`src/imd_pkg.sv`:
```
// ----------------------------------------------------------------------------
// imd_pkg
// Types and codes shared by the market-data message decoder.
// ----------------------------------------------------------------------------
package imd_pkg;

    localparam int CAPTURE_BYTES = 48;
    localparam int CAP_IDX_W     = $clog2(CAPTURE_BYTES);

    // record kinds
    localparam logic [3:0] KIND_SYSEVENT   = 4'd0;
    localparam logic [3:0] KIND_DIRECTORY  = 4'd1;
    localparam logic [3:0] KIND_ADD        = 4'd2;
    localparam logic [3:0] KIND_EXEC       = 4'd3;
    localparam logic [3:0] KIND_EXEC_PRICE = 4'd4;
    localparam logic [3:0] KIND_CANCEL     = 4'd5;
    localparam logic [3:0] KIND_DELETE     = 4'd6;
    localparam logic [3:0] KIND_REPLACE    = 4'd7;
    localparam logic [3:0] KIND_TRADE      = 4'd8;
    localparam logic [3:0] KIND_CROSS      = 4'd9;
    localparam logic [3:0] KIND_IGNORED    = 4'd10;
    localparam logic [3:0] KIND_UNKNOWN    = 4'd11;

    typedef logic [CAPTURE_BYTES-1:0][7:0] t_capture;

    typedef struct packed {
        logic [3:0]  msg_kind;
        logic [15:0] locate_code;
        logic [15:0] track_seq;
        logic [47:0] stamp_ns;
        logic [63:0] order_ref;
        logic [63:0] new_order_ref;
        logic [7:0]  side;
        logic [63:0] shares;
        logic [31:0] price;
        logic [63:0] match_id;
        logic [63:0] stock_symbol;
        logic [7:0]  attribute_byte;
    } t_record;

endpackage

```
`src/imd_if.sv`:
```
// ----------------------------------------------------------------------------
// imd_if
// Valid/ready channels: stream bytes in, decoded records out.
// ----------------------------------------------------------------------------
interface imd_in_if;
    logic       valid;
    logic       ready;
    logic [7:0] data_byte;
    logic       buffer_end;

    modport source (output valid, output data_byte, output buffer_end, input ready);
    modport sink   (input valid, input data_byte, input buffer_end, output ready);
endinterface

interface imd_out_if;
    logic        valid;
    logic        ready;
    logic [3:0]  msg_kind;
    logic [15:0] locate_code;
    logic [15:0] track_seq;
    logic [47:0] stamp_ns;
    logic [63:0] order_ref;
    logic [63:0] new_order_ref;
    logic [7:0]  side;
    logic [63:0] shares;
    logic [31:0] price;
    logic [63:0] match_id;
    logic [63:0] stock_symbol;
    logic [7:0]  attribute_byte;

    modport source (output valid, output msg_kind, output locate_code,
                    output track_seq, output stamp_ns, output order_ref,
                    output new_order_ref, output side, output shares, output price,
                    output match_id, output stock_symbol, output attribute_byte,
                    input ready);
    modport sink   (input valid, input msg_kind, input locate_code,
                    input track_seq, input stamp_ns, input order_ref,
                    input new_order_ref, input side, input shares, input price,
                    input match_id, input stock_symbol, input attribute_byte,
                    output ready);
endinterface

```
`src/imd_decode.sv`:
```
// ----------------------------------------------------------------------------
// imd_decode
// Field decode of a captured message body into the record register.
// ----------------------------------------------------------------------------
module imd_decode
    import imd_pkg::*;
(
    input  logic      i_clk,
    input  logic      i_rst_n,
    input  logic      i_pend,      // capture holds a finished message
    input  t_capture  i_cap,
    output logic      o_take,      // record register takes it this cycle
    imd_out_if.source o_out
);

    localparam logic [7:0] TYPE_S  = 8'h53;
    localparam logic [7:0] TYPE_R  = 8'h52;
    localparam logic [7:0] TYPE_A  = 8'h41;
    localparam logic [7:0] TYPE_F  = 8'h46;
    localparam logic [7:0] TYPE_E  = 8'h45;
    localparam logic [7:0] TYPE_C  = 8'h43;
    localparam logic [7:0] TYPE_X  = 8'h58;
    localparam logic [7:0] TYPE_D  = 8'h44;
    localparam logic [7:0] TYPE_U  = 8'h55;
    localparam logic [7:0] TYPE_P  = 8'h50;
    localparam logic [7:0] TYPE_Q  = 8'h51;
    localparam logic [7:0] TYPE_H  = 8'h48;
    localparam logic [7:0] TYPE_Y  = 8'h59;
    localparam logic [7:0] TYPE_L  = 8'h4C;
    localparam logic [7:0] TYPE_V  = 8'h56;
    localparam logic [7:0] TYPE_W  = 8'h57;
    localparam logic [7:0] TYPE_K  = 8'h4B;
    localparam logic [7:0] TYPE_J  = 8'h4A;
    localparam logic [7:0] TYPE_LH = 8'h68;
    localparam logic [7:0] TYPE_B  = 8'h42;
    localparam logic [7:0] TYPE_I  = 8'h49;
    localparam logic [7:0] TYPE_N  = 8'h4E;
    localparam logic [7:0] TYPE_O  = 8'h4F;

    // bytes beyond the capture read as zero
    function automatic logic [7:0] cap_at(input t_capture c, input int idx);
        logic [7:0] v;
        v = 8'h00;
        if (idx < CAPTURE_BYTES) begin
            v = c[idx];
        end
        return v;
    endfunction

    // big-endian field of up to eight bytes
    function automatic logic [63:0] be_field(input t_capture c, input int pos,
                                             input int n);
        logic [63:0] v;
        v = 64'h0;
        for (int k = 0; k < n; k++) begin
            v = {v[55:0], cap_at(c, pos + k)};
        end
        return v;
    endfunction

    function automatic t_record decode(input t_capture c);
        t_record    r;
        logic [7:0] t;
        logic [63:0] f4a, f4b, f4c;
        t   = cap_at(c, 0);
        r   = '0;
        f4a = be_field(c, 20, 4);
        f4b = be_field(c, 19, 4);
        f4c = be_field(c, 32, 4);
        r.locate_code = {cap_at(c, 1), cap_at(c, 2)};
        r.track_seq   = {cap_at(c, 3), cap_at(c, 4)};
        r.stamp_ns    = {cap_at(c, 5), cap_at(c, 6), cap_at(c, 7),
                         cap_at(c, 8), cap_at(c, 9), cap_at(c, 10)};
        unique case (t) inside
            TYPE_S: begin
                r.msg_kind       = KIND_SYSEVENT;
                r.attribute_byte = cap_at(c, 11);
            end
            TYPE_R: begin
                r.msg_kind     = KIND_DIRECTORY;
                r.stock_symbol = be_field(c, 11, 8);
            end
            TYPE_A, TYPE_F, TYPE_P: begin
                r.msg_kind     = (t == TYPE_P) ? KIND_TRADE : KIND_ADD;
                r.order_ref    = be_field(c, 11, 8);
                r.side         = cap_at(c, 19);
                r.shares       = f4a;
                r.stock_symbol = be_field(c, 24, 8);
                r.price        = f4c[31:0];
                if (t == TYPE_P) begin
                    r.match_id = be_field(c, 36, 8);
                end
            end
            TYPE_E, TYPE_C: begin
                r.msg_kind  = (t == TYPE_C) ? KIND_EXEC_PRICE : KIND_EXEC;
                r.order_ref = be_field(c, 11, 8);
                r.shares    = f4b;
                r.match_id  = be_field(c, 23, 8);
                if (t == TYPE_C) begin
                    r.attribute_byte = cap_at(c, 31);
                    r.price          = f4c[31:0];
                end
            end
            TYPE_X: begin
                r.msg_kind  = KIND_CANCEL;
                r.order_ref = be_field(c, 11, 8);
                r.shares    = f4b;
            end
            TYPE_D: begin
                r.msg_kind  = KIND_DELETE;
                r.order_ref = be_field(c, 11, 8);
            end
            TYPE_U: begin
                r.msg_kind      = KIND_REPLACE;
                r.order_ref     = be_field(c, 11, 8);
                r.new_order_ref = be_field(c, 19, 8);
                r.shares        = be_field(c, 27, 4);
                r.price         = {cap_at(c, 31), cap_at(c, 32), cap_at(c, 33),
                                   cap_at(c, 34)};
            end
            TYPE_Q: begin
                r.msg_kind       = KIND_CROSS;
                r.shares         = be_field(c, 11, 8);
                r.stock_symbol   = be_field(c, 19, 8);
                r.price          = {cap_at(c, 27), cap_at(c, 28), cap_at(c, 29),
                                    cap_at(c, 30)};
                r.match_id       = be_field(c, 31, 8);
                r.attribute_byte = cap_at(c, 39);
            end
            TYPE_H, TYPE_Y, TYPE_L, TYPE_V, TYPE_W, TYPE_K,
            TYPE_J, TYPE_LH, TYPE_B, TYPE_I, TYPE_N, TYPE_O: begin
                r.msg_kind = KIND_IGNORED;
            end
            default: begin
                r.msg_kind       = KIND_UNKNOWN;
                r.attribute_byte = t;
            end
        endcase
        return r;
    endfunction

    t_record r_rec;
    logic    r_valid;
    logic    n_valid;

    assign o_take = i_pend && (!r_valid || o_out.ready);

    always_comb begin
        n_valid = r_valid;
        if (o_take) begin
            n_valid = 1'b1;
        end else if (o_out.ready) begin
            n_valid = 1'b0;
        end
    end

    always_ff @(posedge i_clk) begin
        if (!i_rst_n) begin
            r_valid <= 1'b0;
        end else begin
            r_valid <= n_valid;
        end
    end

    always_ff @(posedge i_clk) begin
        if (o_take) begin
            r_rec <= decode(i_cap);
        end
    end

    assign o_out.valid          = r_valid;
    assign o_out.msg_kind       = r_rec.msg_kind;
    assign o_out.locate_code    = r_rec.locate_code;
    assign o_out.track_seq      = r_rec.track_seq;
    assign o_out.stamp_ns       = r_rec.stamp_ns;
    assign o_out.order_ref      = r_rec.order_ref;
    assign o_out.new_order_ref  = r_rec.new_order_ref;
    assign o_out.side           = r_rec.side;
    assign o_out.shares         = r_rec.shares;
    assign o_out.price          = r_rec.price;
    assign o_out.match_id       = r_rec.match_id;
    assign o_out.stock_symbol   = r_rec.stock_symbol;
    assign o_out.attribute_byte = r_rec.attribute_byte;

endmodule

```
`src/itch_message_decoder.sv`:
```
// ----------------------------------------------------------------------------
// itch_message_decoder
// Frames a length-prefixed market-data byte stream and decodes one record
// per message.
// ----------------------------------------------------------------------------
//
//  Channel  Dir  Payload                              One transfer is
//  -------  ---  -----------------------------------  ----------------------
//  i_in     in   data_byte, buffer_end                one stream byte
//  o_out    out  msg_kind ... attribute_byte          one decoded record
//
//  One byte per cycle while the input is not stalled. The record of a message
//  is registered in the record register after the capture holds its last body
//  byte (decode sits between the capture registers and the record register).
//  Reset (i_rst_n low, synchronous) returns framing to the length high byte
//  and empties the record register; no clearing pass.
//  Input stalls only when a decoded message waits for the record register
//  and the record register is held by o_out.ready low.
//
module itch_message_decoder
    import imd_pkg::*;
(
    input  logic      i_clk,
    input  logic      i_rst_n,
    imd_in_if.sink    i_in,
    imd_out_if.source o_out
);

    // framing phases
    localparam logic [1:0] PH_LEN_HI = 2'd0;
    localparam logic [1:0] PH_LEN_LO = 2'd1;
    localparam logic [1:0] PH_BODY   = 2'd2;
    localparam logic [1:0] PH_SKIP   = 2'd3;

    logic [1:0]  r_phase, n_phase;
    logic [15:0] r_len,   n_len;
    logic [15:0] r_pos,   n_pos;
    logic        r_pend,  n_pend;
    t_capture    r_cap;

    logic        accept;
    logic        take;
    logic        done;      // last body byte taken this cycle
    logic        clear_cap; // fresh message body starts
    logic        write_cap;
    logic [15:0] pos_inc;
    logic [15:0] full_len;

    // A finished message stays in the capture until the decoder takes it.
    assign i_in.ready = !r_pend || take;
    assign accept     = i_in.valid && i_in.ready;

    assign pos_inc  = r_pos + 16'd1;
    assign full_len = {r_len[15:8], i_in.data_byte};

    always_comb begin
        n_phase   = r_phase;
        n_len     = r_len;
        n_pos     = r_pos;
        done      = 1'b0;
        clear_cap = 1'b0;
        write_cap = 1'b0;
        if (accept) begin
            unique case (r_phase)
                PH_LEN_HI: begin
                    n_len   = {i_in.data_byte, 8'h00};
                    n_phase = PH_LEN_LO;
                end
                PH_LEN_LO: begin
                    n_len = full_len;
                    n_pos = 16'd0;
                    if (full_len == 16'd0) begin
                        n_phase = PH_SKIP;   // empty message: skip one byte
                    end else begin
                        clear_cap = 1'b1;
                        n_phase   = PH_BODY;
                    end
                end
                PH_BODY: begin
                    // bytes past the capture are counted, not stored
                    write_cap = (r_pos < 16'(CAPTURE_BYTES));
                    n_pos     = pos_inc;
                    if (pos_inc >= r_len) begin
                        done    = 1'b1;
                        n_phase = PH_LEN_HI;
                    end
                end
                default: begin
                    n_phase = PH_LEN_HI;
                end
            endcase
            // buffer end drops any unfinished message
            if (i_in.buffer_end) begin
                n_phase = PH_LEN_HI;
            end
        end
    end

    always_comb begin
        n_pend = r_pend;
        if (done) begin
            n_pend = 1'b1;
        end else if (take) begin
            n_pend = 1'b0;
        end
    end

    always_ff @(posedge i_clk) begin
        if (!i_rst_n) begin
            r_phase <= PH_LEN_HI;
            r_len   <= 16'd0;
            r_pos   <= 16'd0;
            r_pend  <= 1'b0;
        end else begin
            r_phase <= n_phase;
            r_len   <= n_len;
            r_pos   <= n_pos;
            r_pend  <= n_pend;
        end
    end

    // Capture cleared at body start so short messages read zero beyond
    // their length.
    always_ff @(posedge i_clk) begin
        if (clear_cap) begin
            r_cap <= '0;
        end else if (write_cap) begin
            r_cap[r_pos[CAP_IDX_W-1:0]] <= i_in.data_byte;
        end
    end

    imd_decode u_decode (
        .i_clk   (i_clk),
        .i_rst_n (i_rst_n),
        .i_pend  (r_pend),
        .i_cap   (r_cap),
        .o_take  (take),
        .o_out   (o_out)
    );

endmodule

```
`src/flat_wrapper.sv`:
```
// flat-port wrapper written by rule: the top's interface ports become plain ports
module itch_message_decoder_flat import imd_pkg::*;
  (i_clk, i_rst_n, i_in_valid, i_in_data_byte, i_in_buffer_end, i_in_ready, o_out_valid, o_out_msg_kind, o_out_locate_code, o_out_track_seq, o_out_stamp_ns, o_out_order_ref, o_out_new_order_ref, o_out_side, o_out_shares, o_out_price, o_out_match_id, o_out_stock_symbol, o_out_attribute_byte, o_out_ready);
  imd_in_if i_in_i ();
  imd_out_if o_out_i ();
  input  logic i_clk;
  input  logic i_rst_n;
  input wire logic [$bits(i_in_i.valid)-1:0] i_in_valid;
  input wire logic [$bits(i_in_i.data_byte)-1:0] i_in_data_byte;
  input wire logic [$bits(i_in_i.buffer_end)-1:0] i_in_buffer_end;
  output wire logic [$bits(i_in_i.ready)-1:0] i_in_ready;
  output wire logic [$bits(o_out_i.valid)-1:0] o_out_valid;
  output wire logic [$bits(o_out_i.msg_kind)-1:0] o_out_msg_kind;
  output wire logic [$bits(o_out_i.locate_code)-1:0] o_out_locate_code;
  output wire logic [$bits(o_out_i.track_seq)-1:0] o_out_track_seq;
  output wire logic [$bits(o_out_i.stamp_ns)-1:0] o_out_stamp_ns;
  output wire logic [$bits(o_out_i.order_ref)-1:0] o_out_order_ref;
  output wire logic [$bits(o_out_i.new_order_ref)-1:0] o_out_new_order_ref;
  output wire logic [$bits(o_out_i.side)-1:0] o_out_side;
  output wire logic [$bits(o_out_i.shares)-1:0] o_out_shares;
  output wire logic [$bits(o_out_i.price)-1:0] o_out_price;
  output wire logic [$bits(o_out_i.match_id)-1:0] o_out_match_id;
  output wire logic [$bits(o_out_i.stock_symbol)-1:0] o_out_stock_symbol;
  output wire logic [$bits(o_out_i.attribute_byte)-1:0] o_out_attribute_byte;
  input wire logic [$bits(o_out_i.ready)-1:0] o_out_ready;
  assign i_in_i.valid = i_in_valid;
  assign i_in_i.data_byte = i_in_data_byte;
  assign i_in_i.buffer_end = i_in_buffer_end;
  assign i_in_ready = i_in_i.ready;
  assign o_out_valid = o_out_i.valid;
  assign o_out_msg_kind = o_out_i.msg_kind;
  assign o_out_locate_code = o_out_i.locate_code;
  assign o_out_track_seq = o_out_i.track_seq;
  assign o_out_stamp_ns = o_out_i.stamp_ns;
  assign o_out_order_ref = o_out_i.order_ref;
  assign o_out_new_order_ref = o_out_i.new_order_ref;
  assign o_out_side = o_out_i.side;
  assign o_out_shares = o_out_i.shares;
  assign o_out_price = o_out_i.price;
  assign o_out_match_id = o_out_i.match_id;
  assign o_out_stock_symbol = o_out_i.stock_symbol;
  assign o_out_attribute_byte = o_out_i.attribute_byte;
  assign o_out_i.ready = o_out_ready;
  itch_message_decoder u_core (.i_clk(i_clk), .i_rst_n(i_rst_n), .i_in(i_in_i), .o_out(o_out_i));
endmodule
```
`config.mk`:
```
export PLATFORM = sky130hd
export DESIGN_NAME = itch_message_decoder_flat
export DESIGN_NICKNAME = d
export VERILOG_FILES = /design/src/imd_pkg.sv /design/src/imd_if.sv /design/src/imd_decode.sv /design/src/itch_message_decoder.sv /design/src/flat_wrapper.sv
export SDC_FILE = /design/constraint.sdc
export NUM_CORES = 1
export LEC_CHECK = 0
export ABC_AREA = 1
export CAP_MARGIN = 20
export CORE_UTILIZATION = 30
export CTS_CLUSTER_DIAMETER = 150
export DETAILED_ROUTE_END_ITERATION = 10
export DONT_BUFFER_PORTS = 1
export PLACE_DENSITY_LB_ADDON = 0.12
export REMOVE_ABC_BUFFERS = 1
export SETUP_SLACK_MARGIN = 0.1
export SLEW_MARGIN = 20
export SYNTH_ARGS = -nofsm -noshare
export SYNTH_HDL_FRONTEND = slang
export SYNTH_SLANG_ARGS = --single-unit
```
`constraint.sdc`:
```
create_clock -name i_clk -period 39.7 [get_ports i_clk]
set_clock_uncertainty 0.1 [all_clocks]
set_input_delay 7.94 -clock i_clk [delete_from_list [all_inputs] [get_ports i_clk]]
set_output_delay 7.94 -clock i_clk [all_outputs]
set_load 0.1 [all_outputs]
```
## Yosys cells after proc, flatten, opt, wreduce, memory -nomap -nowiden

Cells that the tools add are included.

| word-level totals | value |
|---|---|
| bits in read-only memories | 0 |
| bits in latches | 0 |
| output and inout port bits | 454 |
| bits in writable memories | 0 |
| memories | 0 |
| register bits after elaboration | 872 |
| word-level logic and storage cells | 154 |

| operators by class | value |
|---|---|
| equality and inequality tests | 26 |
| reductions and logical operators | 23 |
| shift operators | 0 |
| $add $sub $neg | 1 |
| order comparisons | 4 |
| bitwise operators | 1 |
| multiply operators | 0 |
| div/mod/pow operators | 0 |
| muxes and demuxes | 33 |

Operator list:

| kind | count |
|---|---|
| 384-bit bitwise mux | 1 |
| 64-bit case mux with 3 select lines | 2 |
| 64-bit case mux with 4 select lines | 1 |
| 8-bit by 7-bit == test with 1-bit output, second input constant | 23 |
| 32-bit case mux with 4 select lines | 1 |
| 64-bit 2-to-1 mux | 1 |
| 16-bit case mux with 2 select lines | 2 |
| 8-bit demux with 6-bit select | 1 |
| 4-bit case mux with 9 select lines | 1 |
| 32-bit 2-to-1 mux | 1 |
| 8-bit case mux with 4 select lines | 1 |
| 8-bit 2-to-1 mux | 3 |
| 19-bit OR reduction | 1 |
| 16-bit by 1-bit adder with 16-bit output, second input constant | 1 |
| 16-bit greater-or-equal comparator | 1 |
| 16-bit logical NOT | 1 |
| 16-bit by 6-bit < comparator with 1-bit output, second input constant | 1 |
| 1-bit 2-to-1 mux | 13 |
| 12-bit OR reduction | 1 |
| 2-bit nonzero test | 4 |
| 8-bit OR reduction | 1 |
| 6-bit by 7-bit < comparator with 1-bit output, second input constant | 1 |
| 6-bit by 1-bit greater-or-equal comparator with 1-bit output, second input constant | 1 |
| 2-bit case mux with 3 select lines | 1 |
| other kinds (15) | 23 |

## Logic depth before layout (Yosys ltp)

| depth | value |
|---|---|
| depth in word-level cells | 7 |
| mapped depth | 20 |

## Modules after synthesis

A second synthesis with hierarchy kept.

| second synthesis, totals | value |
|---|---|
| cell total of the unflattened synthesis | 3,592 |
| area, all modules | 34,658.2 um^2 |

By module, submodules not included:

| module | area an instance (um^2) | cells each | sequential area each (um^2) | times used |
|---|---|---|---|---|
| imd_decode | 18,733.0 | 1,512 | 13,593.0 | 1 |
| itch_message_decoder | 15,925.3 | 2,080 | 8,388.0 | 1 |

## Worst setup path before layout

No wires, ideal clock.

| timing | value |
|---|---|
| path type | input to register |
| from | in o_out_ready |
| to | reg u_core.u_decode.r_rec, in the netlist u_core.u_decode.o_out.attribute_byte[0], enable pin |
| arrival | 29.637 ns |
| path buffers | 0 |
| stages on the path | 2 |
| setup time | 1.416 ns |
| data required time | 38.184 ns |
| path slack | 8.547 ns |
| cell sequence | inv_1 > a21oi_1 |

| on the way | value |
|---|---|
| longest elaborated chain between the ends | 2 |

Ends and longest elaborated chain:

| what | RTL line | source |
|---|---|---|
| from (decl) | flat_wrapper.sv:25 | `input wire logic [$bits(o_out_i.ready)-1:0] o_out_ready;` |
| 1-bit logical OR | imd_decode.sv:146 | `assign o_take = i_pend && (!r_valid \|\| o_out.ready);` |
| 1-bit logical AND | imd_decode.sv:146 |  |
| net u_core.take | itch_message_decoder.sv:42 | `logic take;` |
| to (signal assigned) | imd_decode.sv:167 | `r_rec <= decode(i_cap);` |
| to (decl) | imd_decode.sv:142 | `t_record r_rec;` |

The timed path passes the listed nets, and every way through them passes these cells.
A chain may end at the register's enable or synchronous reset.

## Final worst setup path

| timing | value |
|---|---|
| from | in o_out_ready |
| to | out i_in_ready |

| on the way | value |
|---|---|
| longest elaborated chain between the ends | 3 |

Ends and longest elaborated chain:

| what | RTL line | source |
|---|---|---|
| 1-bit logical OR | imd_decode.sv:146 |  |
| 1-bit logical AND | imd_decode.sv:146 |  |
| 1-bit logical OR | itch_message_decoder.sv:50 | `assign i_in.ready = !r_pend \|\| take;` |
| to (decl) | flat_wrapper.sv:11 | `output wire logic [$bits(i_in_i.ready)-1:0] i_in_ready;` |

No other way between the ends.

==> summary by stage <==
Outcome
The flow ran to the end, and the final reports show no timing, DRC or antenna violations.

Critical path
At the worst endpoint, the required time is 31.66 ns. Together, buffers and inverters on the worst path number 1. Grouping stages by cell kind, the critical path spends the most delay in simple AND/OR/NAND/NOR gates. The signal on the critical path passes through inv_1 > nand3_2.

The kind of launch point of the worst setup path is an input port. The logic depth of the worst path, buffers included is 2. Along the worst path, the maximum fanout reaches 3. On the worst path, the slowest cell contributes a delay of 0.51 ns. The category of the most critical setup path is input port to output port. On the critical path, the stage with the largest delay is an instance of nand3_2. Counting cells, the worst reg-to-reg path comes to 7. STA classifies the critical path endpoint as an output port. The signal arrival time at the worst endpoint is around 8.6 ns.

Placed design
The wire-length estimate of the detail-placed layout is 82,800 um. The final estimated routing congestion in global placement is 0.825. In this run the tool buffered the top-level ports with 0 buffer cells.

Once placement finished, the instance area stood at 0.0338 mm2.

Floorplanning
The area enclosed by the die boundary is 0.110 mm2. During I/O placement, the number of pins put on the boundary was 467. The standard-cell row count is 120. The floorplan step defined a core boundary enclosing 0.108 mm2. The initial cell density of the core is 30.4%. The height of the die is around 330 um. In this run the horizontal extent of the chip is 332 um.

Clocking
The root buffer cell is clkbuf_16. After clock tree synthesis, the clock-pin slew on the worst setup and hold paths is 0.06 ns. The number of buffers between clock root and the deepest sink is 3.

The clock latency reported for the late side of the worst-skew pair is 0.68 ns. The CTS sink count is 840. TritonCTS built the clock tree. In this run the post-CTS setup repair buffer count came out at 0. The hold buffer count at cts is 0.

The number of buffers created by CTS is between 90 and 100. After clock tree synthesis, the repair step resized 0 gates. The H-tree depth is 3.

Routing
In the final routed layout, each cell accounts on average for 27.7 um. After detailed routing, the total wire length is 126,000 um. The count of nets left with antenna violations once routing finished came out at 0.

The number of detailed-routing iterations run before antenna repair is 7. Using the TritonRoute via totals, the vias-per-cell ratio works out to 5.20. The starting DRC count in detailed routing is 2,298. Summing over every cut layer, the via total after detailed routing is 23,700. The remaining design rule violation count is 0.

Synthesis
The main combinational cell family by area after synthesis is compound AO/OA/AOI/OAI gates. The share of synthesized area occupied by flip-flops and latches is 65.2%. For this run, the number of Yosys warnings is 0. The top flip-flop cell by instance count after synthesis is edfxtp_1.

The number of storage elements in the synthesis netlist is 840. The synthesized area per cell is about 10 um2. The number of enable flip-flop cells after synthesis is about 450.

The xor and xnor area share after synthesis is 0.241%. Summing the areas of all compound-gate instances in the mapped netlist gives 18.0% of the synthesized area. In the synthesized netlist the async set-or-reset flop fraction comes to 0%. The number of different library cells used by synthesis comes to 36. Summing the areas of all fa, ha and maj instances in the mapped netlist gives 0.802% of the synthesized area.

The proportion of synthesized area in mux cells is 0%. The synthesized cell area is between 0.03 and 0.04 mm2. Of the total synthesized cell area, the portion taken by AND, OR, NAND and NOR gates is 7.74%. Synthesis produced 3,154 cells.

Power and ir drop
For this design the ratio of total power to cell area is 50.4 mW/mm2. The leakage power total is around 11 nW. The highest ir drop seen on vdd is 0.0301 mV.

STA
The number of slew-limit violations in the final report was 0. Derived from the worst setup path, the maximum achievable clock frequency is 60.2 MHz. Setup repair after global routing left no endpoint under its margin. The time the final worst path needs with I/O delays and setup is 16.62 ns. The number of hold violations in the final report was 0. Summed over all failing endpoints, the final setup total negative slack is 0 ns. At the pin with the least slew margin, the transition time is approximately 1.2 ns. The number of setup violations in the final report is 0. The final critical path takes up 41.9% of the cycle. The worst hold slack is 0.324 ns.

The normalized max-slew margin is between 15 and 20%.

Global routing
The initial antenna violation count is 4. For this run, the total global-route usage over all layers was measured as 22.2%. The number of global-route vias before repair was 22,300.

The maximum number of pins on one net before global-route repair is 186. The first global-routing pass estimated 176,000 um of wire. The total overflow left after global routing is 0.

Layout
The total non-filler cell area in the finished layout is 0.0369 mm2. The layout cell share with drive strength beyond 1 is 6.86%. After filler insertion, the fill cell instance count of the layout stands at roughly 11,000. From synthesis to final layout, the design area changed by 12.8%. The area taken by flip-flops and latches is approximately 0.021 mm2.

The multi-input combinational cells in the finished layout cover a total of 0.00882 mm2. After the last flow step, the layout net total stands at 3,097.

Min path
The depth of the worst hold-timing path is 0. In this run the worst hold path is classified as flip-flop to flip-flop.

Job
The number of violations of the max-capacitance limit is 0.
[cell usage after synthesis (9+ instances only)]
cell	n	area, um2
a21oi_1	419	2100
a22oi_1	9	67.6
buf_1	9	33.8
buf_2	92	460
clkbuf_1	98	368
dfxtp_1	388	7770
edfxtp_1	452	13600
ha_1	21	263
inv_1	431	1620
nand2_1	298	1120
nand3_1	34	170
nand4_1	10	62.6
nor2_1	209	785
nor2_2	17	106
nor2_4	9	101
o21ai_0	386	1930
o221ai_1	167	1460
o22ai_1	41	257
[worst paths after layout]
kind	startpoint	slack [ns]	endpoint
min reg2reg	u_core.r_cap[32]	0.32	u_core.u_decode.o_out.track_seq[0]
max	o_out_ready	23.08	i_in_ready
min	u_core.r_cap[32]	0.32	u_core.u_decode.o_out.track_seq[0]
max reg2reg	u_core.u_decode.o_out.valid	34.81	u_core.r_cap[224]
[power by group]
part	total [mW]	switching [mW]	leakage [nW]	internal, mW
combinational	0.0503	0.0389	3.24	0.0114
sequential	0.923	0.00962	6.65	0.914
clock	0.889	0.376	1.54	0.513
[layer usage]
metal | GRT usage (%) | routed length (um) | vias up
li1 | - | - | 10800
met2 | 35.5 | 58500 | 945
met3 | 6.27 | 11200 | 147
met1 | 29.0 | 53200 | 11800
met4 | 6.73 | 3270 | 0
met5 | 0 | 0 | -
[final cells by class]
class / count / area share (%)
antenna: 2 / 0.0136
clock buffer: 129 / 7.23
clock inverter: 53 / 1.30
inverter: 440 / 4.51
multi-input combinational: 1664 / 23.9
sequential: 840 / 57.8
tap: 1403 / 4.75
timing repair buffer: 21 / 0.549
[registers in the layout, summed over array words and instances (netlist names), 16 cells and up]
name and count:
u_core.r_pos 16, u_core.u_decode.o_out.price 32, u_core.u_decode.o_out.match_id 64, u_core.r_len 16, u_core.r_cap 352, u_core.u_decode.o_out.track_seq 16, u_core.u_decode.o_out.stamp_ns 48, u_core.u_decode.o_out.new_order_ref 64
u_core.u_decode.o_out.locate_code 16, u_core.u_decode.o_out.shares 64, u_core.u_decode.o_out.order_ref 64, u_core.u_decode.o_out.stock_symbol 64
[metrics by stage]
step	util, %	total power [mW]	instances	setup slack, ns
2_1_floorplan	-	0.972	2944	8.55
3_3_place_gp	31.4	0.991	4367	23.07
3_5_place_dp	31.4	0.992	4367	23.08
4_1_cts	34.3	1.89	4549	23.07
5_1_grt	34.3	1.92	4550	23.05
6_report	34.3	1.86	4552	23.08
[placed cells by master, fill, tap and decap left out, types with 21 or more instances in the layout]
| cell | Yosys | routed |
|---|---|---|
| dfxtp_1 | 388 | 388 |
| nor2_1 | 209 | 209 |
| inv_1 | 431 | 429 |
| nand2_1 | 298 | 297 |
| clkbuf_16 | 0 | 99 |
| clkbuf_1 | 98 | 22 |
| clkinv_2 | 0 | 22 |
| ha_1 | 21 | 21 |
| o221ai_1 | 167 | 167 |
| o21ai_0 | 386 | 386 |
| a21oi_1 | 419 | 418 |
| edfxtp_1 | 452 | 452 |
| o22ai_1 | 41 | 41 |
| nand3_1 | 34 | 34 |
[logic make-up (layout without fill, tap and decap cells)]
family	after synthesis	count (layout)
adders and majority gates	21	21
buffers and inverters	650	643
xor gates and xnor gates	9	9
and+or+nand+nor	600	600
DFF	840	840
other	0	2
AOI/OAI and AO/OA	1034	1034
(Power assumes the default switching activity.)
